<file path="src/rtl/core/rbsm_pkg.sv">
// Package for the ring buffer slot manager: sizes, codes and payload types.
package rbsm_pkg;

  // Ring size and derived widths
  localparam int BUF_SIZE = 8;
  localparam int SLOT_AW  = (BUF_SIZE > 1) ? $clog2(BUF_SIZE) : 1;
  localparam int CNT_W    = $clog2(BUF_SIZE + 1);
  localparam int ELEM_W   = 9;
  localparam int SUM_W    = ELEM_W + 1;

  // Request opcodes
  localparam logic [2:0] OP_ACQUIRE    = 3'd0;
  localparam logic [2:0] OP_TAKE       = 3'd1;
  localparam logic [2:0] OP_MARK_FREE  = 3'd2;
  localparam logic [2:0] OP_MARK_READ  = 3'd3;
  localparam logic [2:0] OP_MARK_WRITE = 3'd4;
  localparam logic [2:0] OP_QUERY      = 3'd5;

  // Slot status codes
  localparam logic [1:0] ST_FREE  = 2'd0;
  localparam logic [1:0] ST_READ  = 2'd1;
  localparam logic [1:0] ST_WRITE = 2'd2;

  typedef struct packed {
    logic [2:0] opcode;
    logic [7:0] slot_index;
  } rbsm_in_t;

  typedef struct packed {
    logic       granted;
    logic [7:0] slot_number;
    logic [1:0] slot_state;
    logic       is_full;
    logic       is_empty;
  } rbsm_out_t;

  // Advance a ring pointer with wrap after the last slot
  function automatic logic [SLOT_AW-1:0] next_slot(input logic [SLOT_AW-1:0] p);
    logic [SLOT_AW-1:0] res;
    if (p == SLOT_AW'(BUF_SIZE - 1)) begin
      res = '0;
    end else begin
      res = p + SLOT_AW'(1);
    end
    return res;
  endfunction

endpackage

</file>
<file path="src/rtl/core/rbsm_ram.sv">
// Generic single-write, single-read RAM with registered read data.
module rbsm_ram #(
  parameter int WIDTH = 2,
  parameter int DEPTH = 8,
  localparam int AW = (DEPTH > 1) ? $clog2(DEPTH) : 1
) (
  input  logic             clk,
  input  logic             wr_en,
  input  logic [AW-1:0]    wr_addr,
  input  logic [WIDTH-1:0] wr_data,
  input  logic [AW-1:0]    rd_addr,
  output logic [WIDTH-1:0] rd_data
);

  logic [WIDTH-1:0] mem [DEPTH];
  logic [WIDTH-1:0] rd_data_r;

  // Write port and registered read port
  always_ff @(posedge clk) begin
    if (wr_en) begin
      mem[wr_addr] <= wr_data;
    end
    rd_data_r <= mem[rd_addr];
  end

  assign rd_data = rd_data_r;

endmodule

</file>
<file path="src/rtl/core/ring_buffer_slot_manager_unit.sv">
// Top level of the ring buffer slot manager: sequencer, status RAM and result register.
//
// One request at a time. After a request is accepted the sequencer walks the
// status RAM one slot per cycle to count busy slots, then reads the addressed
// slot, updates it and loads the result register. A single shared add and
// compare unit gives the full test to decode and to the result load. The scan
// allows for the registered RAM read and sets the pace. Decode, slot update
// and result load each have their own state, and the result is loaded when
// the output register is free. The next request can be accepted in the cycle
// after the result is loaded. in_stall is high from acceptance until the
// result is loaded; the result register lets the next request be accepted
// while a result still waits.
// Slot status comes out of reset as all free through per-slot valid bits, so
// there is no clearing pass after reset.
module ring_buffer_slot_manager_unit (
  input  logic               clk,
  input  logic               rst_n,
  input  logic               in_valid,
  output logic               in_stall,
  input  rbsm_pkg::rbsm_in_t in_data,
  output logic               out_valid,
  input  logic               out_stall,
  output rbsm_pkg::rbsm_out_t out_data
);
  import rbsm_pkg::*;

  typedef enum logic [4:0] {
    S_IDLE = 5'b00001,
    S_SCAN = 5'b00010,
    S_DEC  = 5'b00100,
    S_RD   = 5'b01000,
    S_FIN  = 5'b10000
  } state_t;

  state_t              state_r, state_nxt;
  logic [2:0]          op_r, op_nxt;
  logic [7:0]          idx_r, idx_nxt;
  logic [ELEM_W-1:0]   count_r, count_nxt;
  logic [SLOT_AW-1:0]  front_r, front_nxt;
  logic [SLOT_AW-1:0]  rear_r, rear_nxt;
  logic [CNT_W-1:0]    busy_r, busy_nxt;
  logic [CNT_W-1:0]    scan_r, scan_nxt;
  logic                pend_r, pend_nxt;
  logic                has_tgt_r, has_tgt_nxt;
  logic [SLOT_AW-1:0]  tgt_r, tgt_nxt;
  logic [SLOT_AW-1:0]  raddr_q_r, raddr_q_nxt;
  logic [BUF_SIZE-1:0] vld_r, vld_nxt;
  logic                res_grant_r, res_grant_nxt;
  logic [7:0]          res_num_r, res_num_nxt;
  logic [1:0]          res_st_r, res_st_nxt;
  logic                out_valid_r, out_valid_nxt;
  rbsm_out_t           out_data_r, out_data_nxt;

  logic                in_acc;
  logic                out_free;
  logic [SUM_W-1:0]    occ_sum;
  logic                full_now;
  logic                idx_ok;
  logic                scan_done;
  logic [SLOT_AW-1:0]  rd_addr;
  logic [1:0]          ram_q;
  logic [1:0]          st_old;
  logic [1:0]          st_new;
  logic                wr_en;

  // Status RAM
  rbsm_ram #(
    .WIDTH (2),
    .DEPTH (BUF_SIZE)
  ) u_status_ram (
    .clk     (clk),
    .wr_en   (wr_en),
    .wr_addr (tgt_r),
    .wr_data (st_new),
    .rd_addr (rd_addr),
    .rd_data (ram_q)
  );

  // Handshakes
  assign in_stall  = (state_r != S_IDLE);
  assign in_acc    = in_valid && !in_stall;
  assign out_free  = !out_valid_r || !out_stall;
  assign out_valid = out_valid_r;
  assign out_data  = out_data_r;

  // Shared occupancy add and compare
  assign occ_sum  = SUM_W'(count_r) + SUM_W'(busy_r);
  assign full_now = (occ_sum >= SUM_W'(BUF_SIZE));

  assign idx_ok    = ({1'b0, idx_r} < 9'(BUF_SIZE));
  assign scan_done = (scan_r == CNT_W'(BUF_SIZE));

  // Read data as seen through the valid bits: never-written slots are free
  assign st_old = vld_r[raddr_q_r] ? ram_q : ST_FREE;

  // Choose the RAM read address
  always_comb begin
    rd_addr = scan_r[SLOT_AW-1:0];
    if (state_r == S_DEC) begin
      rd_addr = tgt_nxt;
    end
  end

  // Work out the new status of the addressed slot
  always_comb begin
    st_new = st_old;
    if (op_r == OP_ACQUIRE) begin
      if (st_old == ST_FREE) begin
        st_new = ST_WRITE;
      end
    end else if (op_r == OP_TAKE) begin
      if (st_old == ST_FREE) begin
        st_new = ST_READ;
      end
    end else if (op_r == OP_MARK_FREE) begin
      st_new = ST_FREE;
    end else if (op_r == OP_MARK_READ) begin
      st_new = ST_READ;
    end else if (op_r == OP_MARK_WRITE) begin
      st_new = ST_WRITE;
    end
  end

  assign wr_en = (state_r == S_RD) && has_tgt_r;

  // Sequencer next-state logic
  always_comb begin
    state_nxt     = state_r;
    op_nxt        = op_r;
    idx_nxt       = idx_r;
    count_nxt     = count_r;
    front_nxt     = front_r;
    rear_nxt      = rear_r;
    busy_nxt      = busy_r;
    scan_nxt      = scan_r;
    pend_nxt      = 1'b0;
    has_tgt_nxt   = has_tgt_r;
    tgt_nxt       = tgt_r;
    raddr_q_nxt   = rd_addr;
    vld_nxt       = vld_r;
    res_grant_nxt = res_grant_r;
    res_num_nxt   = res_num_r;
    res_st_nxt    = res_st_r;
    out_valid_nxt = out_valid_r;
    out_data_nxt  = out_data_r;

    // Drop the result once taken
    if (out_valid_r && !out_stall) begin
      out_valid_nxt = 1'b0;
    end

    unique case (state_r)
      S_IDLE: begin
        // Latch the request and start the scan
        if (in_acc) begin
          op_nxt    = in_data.opcode;
          idx_nxt   = in_data.slot_index;
          busy_nxt  = '0;
          scan_nxt  = '0;
          state_nxt = S_SCAN;
        end
      end
      S_SCAN: begin
        // Count busy slots one read at a time
        if (pend_r && (st_old != ST_FREE)) begin
          busy_nxt = busy_r + CNT_W'(1);
        end
        if (!scan_done) begin
          scan_nxt = scan_r + CNT_W'(1);
          pend_nxt = 1'b1;
        end else if (!pend_r) begin
          state_nxt = S_DEC;
        end
      end
      S_DEC: begin
        // Pick the target slot and move the count and the front pointer
        has_tgt_nxt = 1'b0;
        tgt_nxt     = '0;
        if (op_r == OP_ACQUIRE) begin
          if (!full_now) begin
            count_nxt   = count_r + ELEM_W'(1);
            front_nxt   = next_slot(front_r);
            has_tgt_nxt = 1'b1;
            tgt_nxt     = next_slot(front_r);
          end
        end else if (op_r == OP_TAKE) begin
          if (count_r != '0) begin
            count_nxt   = count_r - ELEM_W'(1);
            has_tgt_nxt = 1'b1;
            tgt_nxt     = rear_r;
          end
        end else if (idx_ok) begin
          has_tgt_nxt = 1'b1;
          tgt_nxt     = idx_r[SLOT_AW-1:0];
        end
        state_nxt = S_RD;
      end
      S_RD: begin
        // Update the slot, the busy count, the rear pointer and the pending result
        res_grant_nxt = 1'b0;
        res_st_nxt    = ST_FREE;
        if (op_r == OP_ACQUIRE || op_r == OP_TAKE) begin
          res_num_nxt = 8'(tgt_r);
        end else begin
          res_num_nxt = idx_r;
        end
        if (has_tgt_r) begin
          vld_nxt[tgt_r] = 1'b1;
          res_st_nxt     = st_new;
          busy_nxt       = busy_r + CNT_W'(st_new != ST_FREE)
                                  - CNT_W'(st_old != ST_FREE);
          if ((op_r == OP_ACQUIRE || op_r == OP_TAKE) && st_old == ST_FREE) begin
            res_grant_nxt = 1'b1;
          end
          if (op_r == OP_TAKE && st_old == ST_FREE) begin
            rear_nxt = next_slot(tgt_r);
          end
        end else begin
          res_num_nxt = (op_r == OP_ACQUIRE || op_r == OP_TAKE) ? 8'd0 : idx_r;
        end
        state_nxt = S_FIN;
      end
      S_FIN: begin
        // Load the result when the output register is free
        if (out_free) begin
          out_data_nxt.granted     = res_grant_r;
          out_data_nxt.slot_number = res_num_r;
          out_data_nxt.slot_state  = res_st_r;
          out_data_nxt.is_full     = full_now;
          out_data_nxt.is_empty    = (count_r == '0);
          out_valid_nxt            = 1'b1;
          state_nxt                = S_IDLE;
        end
      end
      default: begin
        state_nxt = S_IDLE;
      end
    endcase
  end

  // Control state with reset
  always_ff @(posedge clk) begin
    if (!rst_n) begin
      state_r     <= S_IDLE;
      count_r     <= '0;
      front_r     <= SLOT_AW'(BUF_SIZE - 1);
      rear_r      <= '0;
      vld_r       <= '0;
      pend_r      <= 1'b0;
      out_valid_r <= 1'b0;
    end else begin
      state_r     <= state_nxt;
      count_r     <= count_nxt;
      front_r     <= front_nxt;
      rear_r      <= rear_nxt;
      vld_r       <= vld_nxt;
      pend_r      <= pend_nxt;
      out_valid_r <= out_valid_nxt;
    end
  end

  // Payload and working registers
  always_ff @(posedge clk) begin
    op_r        <= op_nxt;
    idx_r       <= idx_nxt;
    busy_r      <= busy_nxt;
    scan_r      <= scan_nxt;
    has_tgt_r   <= has_tgt_nxt;
    tgt_r       <= tgt_nxt;
    raddr_q_r   <= raddr_q_nxt;
    res_grant_r <= res_grant_nxt;
    res_num_r   <= res_num_nxt;
    res_st_r    <= res_st_nxt;
    out_data_r  <= out_data_nxt;
  end

endmodule

</file>
<file path="config.mk">
export PLATFORM = sky130hd
export DESIGN_NAME = ring_buffer_slot_manager_unit
export DESIGN_NICKNAME = d
export VERILOG_FILES = /design/src/rtl/core/rbsm_pkg.sv /design/src/rtl/core/rbsm_ram.sv /design/src/rtl/core/ring_buffer_slot_manager_unit.sv
export SDC_FILE = /design/constraint.sdc
export NUM_CORES = 1
export LEC_CHECK = 0
export ABC_AREA = 1
export BUFFER_PORTS_ARGS = -buffer_cell sky130_fd_sc_hd__buf_2
export CAP_MARGIN = 20
export CORE_ASPECT_RATIO = 1.1
export CORE_MARGIN = 3
export CORE_UTILIZATION = 45
export DETAILED_ROUTE_END_ITERATION = 8
export MAX_ROUTING_LAYER = met4
export PLACE_DENSITY = 0.72
export SETUP_SLACK_MARGIN = 0.3
export SYNTH_ARGS = -nofsm -noshare
export SYNTH_HDL_FRONTEND = slang
export SYNTH_SLANG_ARGS = --single-unit
</file>
<file path="constraint.sdc">
create_clock -name clk -period 4.25 [get_ports clk]
set_clock_uncertainty 0.05 [all_clocks]
set_input_delay 0.85 -clock clk [delete_from_list [all_inputs] [get_ports clk]]
set_output_delay 0.85 -clock clk [all_outputs]
set_load 0.005 [all_outputs]
</file>
Word level (Yosys, flattened, before mapping) --
Memories as Yosys holds them, arrays and structs flattened. A register that Yosys moved wholly into a read port is not among the register bits. Index checks and enable logic that the tools add are counted.
Storage, ports and cells: register bits after elaboration 80, word-level logic and storage cells 143, memories 1, bits in writable memories 16
Cells by class: reduce and logical (&&, ||, !) cells 32, bitwise logic cells 2, equal/unequal tests 21, mux-type cells 51, magnitude comparators 5, add/subtract/negate cells 9
Memories:
- u_status_ram.mem | depth 8, width 2, read ports 1, clocked after memory_dff 1, wr ports 1, RTL line rbsm_ram.sv:15 | logic [WIDTH-1:0] mem [DEPTH];
Operators by type and width (count):
- 9-bit two-way mux | 4
- 3-bit two-way mux | 9
- 5-bit one-hot mux with 5 select lines | 1
- 8-bit two-way mux | 3
- 5-bit two-way mux | 4
- 2-bit two-way mux | 8
- 4-bit two-way mux | 4
- 2-bit != test, second input constant | 8
- 1-bit two-way mux | 14
- 4-bit one-hot mux with 3 select lines | 1
- 4-bit AND reduction | 3
- 9-bit by 4-bit adder with 10-bit output | 1
- 10-bit by 4-bit greater-or-equal comparator with 1-bit output, second input constant | 1
- 2-bit nonzero test | 5
- 9-bit by 1-bit adder with 9-bit output, second input constant | 1
- 3-bit equality test, second input constant | 3
- 9-bit zero test | 1
- 3-bit AND reduction | 3
- 9-bit nonzero test | 1
- 9-bit by 1-bit subtractor with 9-bit output, second input constant | 1
- 4-bit by 1-bit adder with 4-bit output, second input constant | 2
- 3-bit by 4-bit less-than comparator with 1-bit output, second input constant | 2
- 8-bit by 4-bit less-than comparator with 1-bit output, second input constant | 1
- 8-bit bitwise OR | 1
- 24 further kinds | 38

Depth between registers and ports, before layout --
depth after elaboration 13, depth in mapped cells 18, mapped depth without buffers 18

By module --
Synthesis repeated with hierarchy kept, for this count alone.
Unflattened totals: cell total of the unflattened synthesis 536, area total of the unflattened synthesis 4803.4 µm²
Modules (own cells, without submodules):
- ring_buffer_slot_manager_unit | times used 1, cells each 447, area each 3996.3 µm²
- rbsm_ram | times used 1, cells each 89, area each 807.0 µm²

Worst setup path before layout --
Ideal clock, no wire load.
path type register to register, from register raddr_q_r[0], to register busy_r[2], data pin, arrival 2527 ps, stages on the path, launching flop included 16, period minus slack after synthesis 2840 ps, library setup time 263 ps, path buffers 1, slack 1410 ps, cells stage by stage dfxtp_1 > buf_2 > nand2_1 > o211ai_1 > nand3_1 > and2_1 > nand2_1 > o21ai_0 > nor2_1 > ha_1 > inv_1 > ha_1 > inv_1 > fa_1 > xor2_1 > o22ai_1
Between the ends: longest elaborated chain between the ends 13, elaborated cells between the ends (all ways) 17, classes of those cells add/sub: 2; mux: 12; reduce/logical: 3
RTL lines:
- from (decl) | RTL line ring_buffer_slot_manager_unit.sv:46 | logic [SLOT_AW-1:0] raddr_q_r, raddr_q_nxt;
- from (signal assigned) | RTL line ring_buffer_slot_manager_unit.sv:270 | raddr_q_r <= raddr_q_nxt;
- 1-bit binary-select mux with 3-bit select * | RTL line ring_buffer_slot_manager_unit.sv:94 | assign st_old = vld_r[raddr_q_r] ? ram_q : ST_FREE;
- 1-bit two-way mux (implied by the code) * | RTL line ring_buffer_slot_manager_unit.sv:94
- 2-bit two-way mux * | RTL line ring_buffer_slot_manager_unit.sv:94
- 2-bit two-way mux | RTL line ring_buffer_slot_manager_unit.sv:119 | end else if (op_r == OP_MARK_WRITE) begin
- 2-bit two-way mux | RTL line ring_buffer_slot_manager_unit.sv:117 | end else if (op_r == OP_MARK_READ) begin
- 2-bit two-way mux | RTL line ring_buffer_slot_manager_unit.sv:115 | end else if (op_r == OP_MARK_FREE) begin
- 2-bit two-way mux | RTL line ring_buffer_slot_manager_unit.sv:111 | end else if (op_r == OP_TAKE) begin
- 2-bit two-way mux * | RTL line ring_buffer_slot_manager_unit.sv:107 | if (op_r == OP_ACQUIRE) begin
- net st_new[0] | RTL line ring_buffer_slot_manager_unit.sv:63 | logic [1:0] st_new;
- 2-bit nonzero test * | RTL line ring_buffer_slot_manager_unit.sv:210 | busy_nxt = busy_r + CNT_W'(st_new != ST_FREE)
- 4-bit by 1-bit adder with 4-bit output * | RTL line ring_buffer_slot_manager_unit.sv:210
- 4-bit by 1-bit subtractor with 4-bit output * | RTL line ring_buffer_slot_manager_unit.sv:211 | - CNT_W'(st_old != ST_FREE);
- 4-bit two-way mux * | RTL line ring_buffer_slot_manager_unit.sv:207 | if (has_tgt_r) begin
- 4-bit one-hot mux with 3 select lines * | RTL line ring_buffer_slot_manager_unit.sv:152 | unique case (state_r)
- net busy_nxt[2] | RTL line ring_buffer_slot_manager_unit.sv:41 | logic [CNT_W-1:0] busy_r, busy_nxt;
- to (signal assigned) | RTL line ring_buffer_slot_manager_unit.sv:266 | busy_r <= busy_nxt;
- to (decl) | RTL line ring_buffer_slot_manager_unit.sv:41
The timed path passes the listed nets; every way through them passes the cells marked *. The select of a mux whose other input is x is not followed. A chain may end at the register's enable or synchronous reset.

Worst setup path after layout --
from register op_r[1], to register busy_r[2], data pin
Between the ends: longest elaborated chain between the ends 11, elaborated cells between the ends (all ways) 15, classes of those cells add/sub: 2; eq/ne: 4; mux: 7; reduce/logical: 2
RTL lines:
- from (decl) | RTL line ring_buffer_slot_manager_unit.sv:36 | logic [2:0] op_r, op_nxt;
- from (signal assigned) | RTL line ring_buffer_slot_manager_unit.sv:264 | op_r <= op_nxt;
- 3-bit equality test | RTL line ring_buffer_slot_manager_unit.sv:119
- 2-bit two-way mux | RTL line ring_buffer_slot_manager_unit.sv:119
- 2-bit two-way mux | RTL line ring_buffer_slot_manager_unit.sv:117
- 2-bit two-way mux | RTL line ring_buffer_slot_manager_unit.sv:115
- 2-bit two-way mux | RTL line ring_buffer_slot_manager_unit.sv:111
- 2-bit two-way mux * | RTL line ring_buffer_slot_manager_unit.sv:107
- net st_new[0] | RTL line ring_buffer_slot_manager_unit.sv:63
- 2-bit nonzero test * | RTL line ring_buffer_slot_manager_unit.sv:210
- 4-bit by 1-bit adder with 4-bit output * | RTL line ring_buffer_slot_manager_unit.sv:210
- 4-bit by 1-bit subtractor with 4-bit output * | RTL line ring_buffer_slot_manager_unit.sv:211
- 4-bit two-way mux * | RTL line ring_buffer_slot_manager_unit.sv:207
- 4-bit one-hot mux with 3 select lines * | RTL line ring_buffer_slot_manager_unit.sv:152
- net busy_nxt[2] | RTL line ring_buffer_slot_manager_unit.sv:41
Marks and branches as above.

==> out/metrics.csv <==
metric,value,unit
post-synthesis area per instance,9.40,um^2
Cells after Synth,502,
global-route wire length before repair,16000,um
initial antenna violation count,0,
Clock Sinks,98,
WL/cell,14.0,um
top cell type's share of synthesized area,38.2,%
main flop type after synthesis,edfxtp_1,
Worst-path clk slew,0.09,ns
routed wire length,9540,um
"FF+latch count, synth",98,
Core Region,10000,um^2
total CTS buffers,9,
Max Slew Vio Count,0,
Starting Density,47.0,%
Die Wd,104,um
Final GP Congestion,0.873,
Crit path buffers/inverters,4,
CP max stage delay,0.84,ns
TritonCTS clock tree,built,
final-report hold violation count,0,
commonest cells in the netlist,"inv_1 (80), nand2_1 (80), edfxtp_1 (60)",
outcome,"finished, final reports clean",
crit share post-route,82.3,%
"Setup Fix Bufs, Post-CTS",0,
FILL cells,948,
GRT Total Usage,17.5,%
Mapped Area,4720,um^2
family with the most delay on the worst path,compound AO/OA/AOI/OAI gates,
vias in the first global route,3420,
data required time of the worst path,4.31,ns
largest net degree at the start of global routing,18,
CP Class,flip-flop to flip-flop,
worst-path cell chain,"inv_2, nand2_1, nor2_4, inv_2, o21ai_0, nor2_1, ha_1, inv_1, ha_1, inv_1, fa_1, xor2_1, o22ai_1",
vias per inst,5.00,
initial detailed-routing violation count,258,
clk buf depth,2,
WHS,0.376,ns
Syn Nets,543,
Slew HR,30.1,%
DRC,0,
I/O pin total,30,
"Clk Latency, worst-skew pair",0.36,ns
area delta synth->final,10.6,%
Post-synth EDFFs,60,
fin crit period,3.50,ns
Die H,113,um
dpl hpwl,7150,um
root buffer selected by CTS,clkbuf_8,
Final setup viols,0,
leakage,2.22,nW
Synth cell types,37,
Final ANT Viol Nets,0,
fraction of layout cells with a size suffix above 1,14.4,%
Die ar.,11700,um^2
num rows,38,
async set or reset register ratio after synthesis,0,%
worst-path maximum fanout,13,
Vias,3412,
"Slowest-stage cell, CP",o21ai_0,
critical path arrival,3.56,ns
depth of the CTS H-tree,3,
Peak Freq,0.286,GHz
CP endpoint kind,flip-flop,
PD cells,552,nW/um^2
RSZ-0062 raised after global routing,false,
"Seq/Total Area, Yosys",54.3,%
first drt pass iteration count,4,
actual slew at the worst max-slew pin,1.04,ns
I/O Buffers,29,
Synth area leader,edfxtp_1,
GR Overflow Total,0,
cells resized by post-CTS repair,0,
setup TNS,0,ns
hold crit path type,flip-flop to flip-flop,
synthesis warning total,0,
Max rail drop VDD,0.359,mV
Area contributors post-synth,"edfxtp_1 (38%), dfxtp_1 (16%), inv_1 (6.4%), nand2_1 (6.4%), ha_1 (6.1%)",
number of max-cap violations,0,
cts hold-fix bufs,0,
Final nets,579,
critical path launch point type,flip-flop,
antenna cells,0,
cell families after synthesis:
family                     Yosys count  share of synthesized area (%)
adders and majority gates           26                           7.37
DFF                                 98                           54.3
xor gates and xnor gates            13                           2.41
and+or+nand+nor                    200                           20.0
buffers and inverters               95                           7.64
AOI/OAI and AO/OA                   70                           8.25
power by group:
part | leakage [nW] | switching [mW] | internal (mW) | total (mW)
clock | 0.0905 | 0.321 | 0.273 | 0.594
combinational | 1.26 | 0.618 | 0.319 | 0.937
sequential | 0.869 | 0.124 | 1.23 | 1.35
total | 2.22 | 1.06 | 1.82 | 2.88
cell type report:
type	instances	area (um^2)	share of cell area, %
Sequential cell	98	2560	49.1
Multi-Input combinational cell	309	1790	34.4
Inverter	90	338	6.48
Tap cell	140	175	3.36
Timing Repair Buffer	30	153	2.93
Clock buffer	10	128	2.45
Clock inverter	6	66.3	1.27
worst register-to-register path: cells and delay by family (launching register included):
family	cells	cell delay, ns
xor gates and xnor gates	1	0.17
buffers and inverters	4	0.35
AOI/OAI and AO/OA	2	0.95
DFF	1	0.47
and+or+nand+nor	3	0.44
adders and majority gates	3	0.83
stage by stage:
stage / util (%) / power (mW) / area, um^2 / std cells / setup WS [ns]
global placement: 50.1 / 2.25 / 5020 / 667 / 1.02
CTS: 52.0 / 2.90 / 5220 / 683 / 0.764
finish: 52.0 / 2.88 / 5220 / 683 / 0.752
floorplan: - / 2.04 / 4720 / 502 / 1.41
global route: 52.0 / 3.08 / 5220 / 683 / 0.481
detailed placement: 50.1 / 2.31 / 5020 / 667 / 0.767
sequential cells by signal (all words and copies together), names as in the netlist:
signal                cells
u_status_ram.rd_data      2
idx_r                     8
front_r                   3
res_st_r                  2
u_status_ram.mem         16
has_tgt_r                 1
busy_r                    4
state_r                   5
res_num_r                 8
out_valid                 1
scan_r                    4
res_grant_r               1
op_r                      3
pend_r                    1
count_r                   9
vld_r                     8
rear_r                    3
out_data                 13
tgt_r                     3
raddr_q_r                 3
per-layer routing:
layer  global-route usage, %  up-vias  routed length [um]
li1                        -     1731                   -
met1                    20.9     1597                4230
met2                    29.1       71                4710
met3                    3.51       13                 384
met4                    7.62        0                 216
met5                       -        -                   0
worst paths after layout:
path / slack, ns / end / startpoint / depth (start not counted)
worst max-delay path: 0.75 / busy_r[2] / op_r[1] / 13
worst min-delay path: 0.38 / out_data[2] / res_st_r[0] / 0
worst max register to register: 0.75 / busy_r[2] / op_r[1] / 13
worst min register to register: 0.38 / out_data[2] / res_st_r[0] / 0
layout by cell type (no fill, tap or decap), drive strengths merged, types with 2 or more instances in the layout:
master and count:
nor3 4, o211ai 9, clkinvlp 2, edfxtp 60
o21a 2, and2 2, a21oi 27, nand4 14
nand2 81, clkinv 2, ha 23, nor4 3
dfxtp 38, o22ai 2, nor2 68, xor2 6
fa 3, nand3b 2, o21ai 26, xnor2 7
nand3 25, clkbuf 10, buf 30, inv 91
Power figures use the tool's default switching activity.
